--- config.mk ---
export PLATFORM = sky130hd
export DESIGN_NAME = tea_cell
export DESIGN_NICKNAME = d
export VERILOG_FILES = /design/src/hdl/tea_pkg.sv /design/src/hdl/tea_cell.sv
export SDC_FILE = /design/constraint.sdc
export NUM_CORES = 1
export LEC_CHECK = 0
export BUFFER_PORTS_ARGS = -buffer_cell sky130_fd_sc_hd__clkbuf_2
export CAP_MARGIN = 30
export CORE_ASPECT_RATIO = 1.75
export CORE_MARGIN = 2
export CORE_UTILIZATION = 39
export DETAILED_ROUTE_END_ITERATION = 8
export SLEW_MARGIN = 20
export SYNTH_ARGS = -nofsm -noshare
export SYNTH_HDL_FRONTEND = slang
export SYNTH_SLANG_ARGS = --single-unit
--- constraint.sdc ---
create_clock -name clock -period 14.09 [get_ports clock]
set_input_delay 0.7045 -clock clock [delete_from_list [all_inputs] [get_ports clock]]
set_output_delay 0.7045 -clock clock [all_outputs]
set_load 0.01 [all_outputs]
--- src/hdl/tea_pkg.sv ---
// tea_pkg: types, constants and key selection for the TEA block cipher.
// Used by tea_cell and tea_block_cipher; depends on nothing.
package tea_pkg;

   localparam int ROUNDS = 32;
   localparam int CELLS  = 2 * ROUNDS;
   localparam int WORD_W = 32;

   localparam logic [WORD_W-1:0] DELTA   = 32'h9e3779b9;
   localparam logic [WORD_W-1:0] SUM_DEC = WORD_W'(64'(DELTA) * ROUNDS);
   localparam logic [WORD_W-1:0] SUM_END = WORD_W'(64'(DELTA) * (ROUNDS + 1));

   localparam logic CMD_ENCRYPT = 1'b0;
   localparam logic CMD_DECRYPT = 1'b1;

   localparam logic [1:0] KEY_IDX_0 = 2'd0;
   localparam logic [1:0] KEY_IDX_1 = 2'd1;
   localparam logic [1:0] KEY_IDX_2 = 2'd2;
   localparam logic [1:0] KEY_IDX_3 = 2'd3;

   typedef struct packed {
      logic              cmd;
      logic [WORD_W-1:0] half_left;
      logic [WORD_W-1:0] half_right;
   } req_type;

   typedef struct packed {
      logic [WORD_W-1:0] out_left;
      logic [WORD_W-1:0] out_right;
   } rsp_type;

   typedef struct packed {
      logic [WORD_W-1:0] k0;
      logic [WORD_W-1:0] k1;
      logic [WORD_W-1:0] k2;
      logic [WORD_W-1:0] k3;
   } key_type;

   // x is the half updated by the next cell, y the half mixed into it
   typedef struct packed {
      logic              valid;
      logic              cmd;
      logic              phase;
      logic [WORD_W-1:0] x;
      logic [WORD_W-1:0] y;
      logic [WORD_W-1:0] sum;
   } cell_type;

endpackage

--- src/hdl/tea_cell.sv ---
// tea_cell: one half round of TEA, registered; swaps the halves on the way out.
// Depends on tea_pkg.
module tea_cell (
   input  logic              clock,
   input  logic              reset,
   input  logic              advance,
   input  tea_pkg::key_type  key,
   input  tea_pkg::cell_type cell_i,
   output tea_pkg::cell_type cell_o
);
   import tea_pkg::*;

   cell_type          cell_ff;
   cell_type          cell_in;
   logic [WORD_W-1:0] ka;
   logic [WORD_W-1:0] kb;
   logic [WORD_W-1:0] mix;

   always_comb begin
      if (cell_i.phase ^ cell_i.cmd) begin
         ka = key.k2;
         kb = key.k3;
      end else begin
         ka = key.k0;
         kb = key.k1;
      end
      mix = ((cell_i.y << 4) + ka) ^ (cell_i.y + cell_i.sum) ^ ((cell_i.y >> 5) + kb);
      cell_in       = cell_i;
      cell_in.phase = ~cell_i.phase;
      cell_in.x     = cell_i.y;
      cell_in.y     = (cell_i.cmd == CMD_DECRYPT) ? cell_i.x - mix : cell_i.x + mix;
      if (cell_i.phase) begin
         cell_in.sum = (cell_i.cmd == CMD_DECRYPT) ? cell_i.sum - DELTA
                                                   : cell_i.sum + DELTA;
      end
   end

   always_ff @(posedge clock) begin
      if (reset) begin
         cell_ff.valid <= 1'b0;
      end else if (advance) begin
         cell_ff <= cell_in;
      end
   end

   assign cell_o = cell_ff;

endmodule

==> run metrics, run 1 <==
met2 wire length=21710 um; crit path DAT=8.11 ns; post-DP HPWL=33590 um; placed inst area=14580 um^2; Setup crit end kind=register; wl on met1=15490 um; clk slew on worst S/H paths=0.07 ns; GPL Wtd Cong=0.9107; core footprint=31420 um^2; Layout area overhead=19.65%; fin cells=2056; top cell type's share of synthesized area=23.65%; register bit total from synthesis=99; Worst EP required=14.22 ns; Tot GR Track Use=23.29%; worst min-delay path class=reg2reg; H-Tree Level Count=3; site row count=86; drt total wl=39950 um; register area share after synthesis=23.81%; clk buf depth=2; worst slew pin tran=0.9105 ns; TNS Setup=0 ns; Place WS=5.726 ns; Post-Layout Inst Area=14890 um^2; Vias/cell=5.505; WS Path Type=in2reg; global route total overflow=0; share of cells above drive strength 1=28.35%; max reg flops=99; DR DRC count=0; number of max-cap violations=0; vias in the first global route=11520; final worst path period need=7.976 ns; Die W=139.0 um; die height=240.3 um; startpoint types=primary input; Worst-Skew Late Latency=0.39 ns; setup bufs post-CTS=0; Top Metal Used=met4; Synth warnings=0; Port Buf Inserts=328; post_cts resized=0; asr flop ratio synth=0%; Core Util, Final=47.38%; DR pass1 iterations=5; final worst slack=6.114 ns; antenna violations before repair=2; CP startpoint=cell_i[97]; Hold-fix buffers, CTS=0; ranking of synthesized cells by area=edfxtp_1, ha_1, xnor2_1; final slew viol count=0; most frequent cells in the layout=clkbuf_2, xnor2_1, ha_1, a21oi_1, edfxtp_1; pin count of the biggest net entering global routing=67; worst hold stages=2; placed insts=2038; drt wl/cell=19.43 um; first-pass GRT wire length=60530 um; Mean Syn Cell Area=9.348 um^2; Syn Inst Count=1331; CTS tree=yes; starting density of the core=39.60%; worst reg2reg startpoint=cell_o[98]; power per cell area=154.5 nW/um^2; f_max=125.4 MHz; IO Pins=329; dominant cell type by area after synthesis=edfxtp_1; Syn Std Cell Area=12440 um^2; worst r2r path cells=2; RSZ-0062 raised after global routing=no; Final ANT Viol Nets=0; Iter 0 DRT Violations=449; EDFF count, synth=98; final setup skew=0 ns; detailed-route via count=11320; Slew HR=37.73%; period utilization=56.61%; die area=33400 um^2; hold path start=cell_o[98]; WL met3=1226 um; Clock Sinks=99; CTS buffer count=9; commonest non-fill, non-tap cell in the layout=clkbuf_2; Lkg Pwr=6.767 nW; Root Driver=clkbuf_16; Final Setup Violations=0; Final Hold Fails=0; Max VDD drop=92.04 uV; Cell variety after synth=85; CP Max Fanout=66; post-synth net total=1713; dominant synthesized flop cell=edfxtp_1; status=complete, no violations; NumNets Final=2035
cells in the mapped netlist (15+ instances only):
| cell type | number |
|---|---|
| xnor2_1 | 150 |
| ha_1 | 147 |
| a21oi_1 | 119 |
| edfxtp_1 | 98 |
| nand2_1 | 89 |
| nor2_1 | 82 |
| mux2_2 | 79 |
| a21o_1 | 67 |
| xor2_1 | 62 |
| o21ai_0 | 51 |
| inv_1 | 43 |
| nor3_1 | 24 |
| nand3_1 | 20 |
| clkbuf_1 | 18 |
| a31oi_1 | 17 |
| and3_1 | 16 |
| nand4_1 | 15 |
critical path: stages:
cell	delay (ns)
clkbuf_2	0.08
buf_4	0.47
xor2_4	0.17
buf_4	0.73
mux2_2	0.42
ha_1	0.23
fa_1	0.44
a21o_1	0.21
a22oi_1	0.26
a21oi_2	0.12
a21o_1	0.19
a21oi_1	0.14
xnor3_1	0.41
xnor2_1	0.24
or4_4	0.59
and4bb_4	0.36
a21oi_1	0.09
xnor2_1	0.16
ha_1	0.33
a21o_1	0.19
a21o_1	0.21
a31o_2	0.23
o31ai_1	0.09
a211oi_1	0.14
or3_1	0.38
a21oi_1	0.22
o21ai_0	0.12
xor2_1	0.15
worst paths after layout:
kind / slack [ns] / to
hold reg to reg: 0.53 / cell_o[98]
hold / removal: 0.53 / cell_o[98]
setup / recovery: 6.11 / cell_o[62]
setup reg to reg: 13.49 / cell_o[98]
metal layers:
layer	up-vias	GRT usage, %
met1	5337	25.02
met2	263	45.16
met3	63	2.609
met5	-	0
li1	5655	-
met4	0	10.71
per-stage QoR:
stage	power (W)	hold slack (ns)
final	0.002299	0.5278
after global routing	0.002481	0.5296
after CTS	0.002313	0.5100
after detailed placement	0.002038	0.4927
after global placement	0.002015	0.4818
after floorplan	0.001673	0.5279
cell families after synthesis:
group	share of synthesized area, %
compound gates	20.42
xor+xnor	17.38
fa+ha+maj	15.59
buf+inv	2.051
flops	23.81
mux	7.955
simple gates	12.79
power breakdown:
part / leakage (nW) / switching [W] / internal, W
clock network: 0.143 / 0.000127 / 0.000140
registers: 0.928 / 0.0000175 / 0.000449
logic: 5.70 / 0.000861 / 0.000704
final cells by class:
type / instances / area [um^2]
fillers: 3100 / 16530
multi-input cells: 1166 / 9250
flip-flops and latches: 99 / 2963
repair buffers: 334 / 1707
well taps: 396 / 495.5
clock buffers: 9 / 225.2
inverters: 43 / 161.4
clock inverters: 7 / 80.08
diodes: 2 / 5.005
No activity file was read; power rests on OpenSTA's default activity.
==> run 2: changes to the inputs <==
==> constraint.sdc (replaced) <==
create_clock -name clock -period 7.8 [get_ports clock]
set_input_delay 0.39 -clock clock [delete_from_list [all_inputs] [get_ports clock]]
set_output_delay 0.39 -clock clock [all_outputs]
set_load 0.01 [all_outputs]
==> run 2 against run 1 <==
First-iteration DRC count up 12%. Final area up 0.11%. Critical path type unchanged. Global-route usage up 0.14 points. Sequential power up 81%. Cell count up 0.19%. Worst hold slack worse by 0.31 ns. Largest cell class unchanged.
==> run metrics, run 2 (synthesis results as in run 1) <==
first-pass GRT wire length=60840 um (+0.51%); antenna violations before repair=4 (+2); post-DP HPWL=34070 um (+1.4%); H-Tree Level Count=3 (unchanged); core footprint=31420 um^2 (unchanged); Layout area overhead=19.78%; Die W=139.0 um (unchanged); Switching Share=43.59% (-0.17 points); setup bufs post-CTS=0 (unchanged); die area=33400 um^2 (unchanged); Clock Sinks=99 (unchanged); cell-internal power=0.002338 W (+81%); worst r2r path cells=2 (unchanged); register share of total power=20.3% (about the same); NumNets Final=2037 (+0.098%); TNS Setup=0 ns (unchanged); Hold-fix buffers, CTS=0 (unchanged); CP dominant cell by count=a21o_1; detailed-route via count=11440 (+1.1%); RSZ-0062 raised after global routing=no; pin count of the biggest net entering global routing=60 (-10%); Post-Layout Inst Area=14900 um^2 (+0.11%); post_cts resized=0 (unchanged); Lkg Pwr=6.776 nW (+0.14%); Max stage delay cell, worst path=or4_4; vias in the first global route=11430 (-0.82%); clk slew on worst S/H paths=0.07 ns (about the same); final setup skew=0 ns (unchanged); logic gate share of total power=68.1% (about the same); DR pass1 iterations=5 (unchanged); crit path DAT=6.96 ns (-1.15 ns); status=complete, no violations; drt wl/cell=19.70 um (+1.4%); f_max=146.2 MHz; Final ANT Viol Nets=0 (unchanged); CTS tree=yes; Tot GR Track Use=23.43% (+0.14 points); Max VDD drop=153.8 uV (+67%); placed inst area=14580 um^2 (unchanged); Iter 0 DRT Violations=504 (+12%); clk buf depth=2 (unchanged); power per cell area=278.1 nW/um^2 (+80%); worst min-delay path class=in2reg; Final Setup Violations=0 (unchanged); number of max-cap violations=0 (unchanged); final worst path period need=6.840 ns; period utilization=87.70%; WS Path Type=in2reg; die height=240.3 um (unchanged); Sw Pwr=0.001806 W (+80%); drt total wl=40580 um (+1.6%); Vias/cell=5.553 (+0.87%); final worst slack=0.9597 ns (-5.154 ns); worst slew pin tran=0.8749 ns (-0.03559 ns); Worst EP required=7.92 ns (-6.30 ns); commonest non-fill, non-tap cell in the layout=clkbuf_2; final slew viol count=0 (unchanged); Root Driver=clkbuf_16; share of cells above drive strength 1=28.37% (about the same); Final Hold Fails=0 (unchanged); Clk pwr share=11.5% (about the same); worst hold stages=2 (unchanged); global route total overflow=0 (unchanged); most frequent cells in the layout=clkbuf_2, xnor2_1, ha_1, a21oi_1, edfxtp_1; DR DRC count=0 (unchanged); Slew HR=40.17% (+2.4 points); CTS buffer count=9 (unchanged); starting density of the core=39.60% (unchanged); Port Buf Inserts=328 (unchanged); Power Total=0.004144 W (+80%); Place WS=0.5064 ns (-5.219 ns); Worst-Skew Late Latency=0.38 ns (about the same); Setup crit end kind=register; CP Max Fanout=59 (-11%); CP max stage delay=0.59 ns (-0.14 ns); IO Pins=329 (unchanged); site row count=86 (unchanged); max reg flops=99 (unchanged); GPL Wtd Cong=0.9060 (-0.52%); startpoint types=primary input
run 2: cell count changes in the layout (fill, tap and decap cells not counted), sizes merged:
cell,delta
inv,-2
clkinv,+3
diode,+2
clkinvlp,-1
buf,+2
run 2: stage by stage:
step           util [%]  std cells  hold WS [ns]
3_3_place_gp      46.39       2039        0.4809
2_1_floorplan         -       1331        0.4624
3_5_place_dp      46.39       2039        0.4863
4_1_cts           47.35       2055        0.1992
5_1_grt           47.43       2060        0.2117
6_report          47.43       2060        0.2148
run 2: layout make-up:
class                   instances  area [um^2]
multi-input cells            1166         9250
inverters                      43        161.4
well taps                     396        495.5
fillers                      3121        16520
diodes                          4        10.01
flip-flops and latches         99         2963
clock inverters                 7        76.32
clock buffers                   9        225.2
repair buffers                336         1722
run 2: power groups by stage:
stage | combinational, W | clock [W] | sequential, W
after floorplan | 0.00210 | 0 | 0.000918
after global placement | 0.00279 | 0 | 0.000857
after detailed placement | 0.00282 | 0 | 0.000857
after CTS | 0.00283 | 0.000489 | 0.000846
after global routing | 0.00314 | 0.000503 | 0.000854
final | 0.00282 | 0.000477 | 0.000843
run 2: final timing paths:
| path | start | endpoint | slack, ns |
|---|---|---|---|
| worst max-delay path | cell_i[96] | cell_o[62] | 0.96 |
| worst min-delay path | reset | cell_o[98] | 0.21 |
| worst max register to register | cell_o[98] | cell_o[98] | 7.22 |
| worst min register to register | cell_o[98] | cell_o[98] | 0.50 |
run 2: per-layer routing:
layer,GRT usage (%),up-vias,part of all wire (%)
met3,2.848,72,3.9
met2,44.31,291,53
met4,11.66,0,4.4
met5,0,-,0
li1,-,5623,-
met1,25.60,5453,38
run 2: critical path, delay by kind of cell:
kind                       cells  cell delay [ns]
AOI/OAI and AO/OA             13             2.23
xor gates and xnor gates       5             1.32
and+or+nand+nor                3             1.32
adders and majority gates      2             0.75
buffers and inverters          2             0.52
muxes                          1             0.40
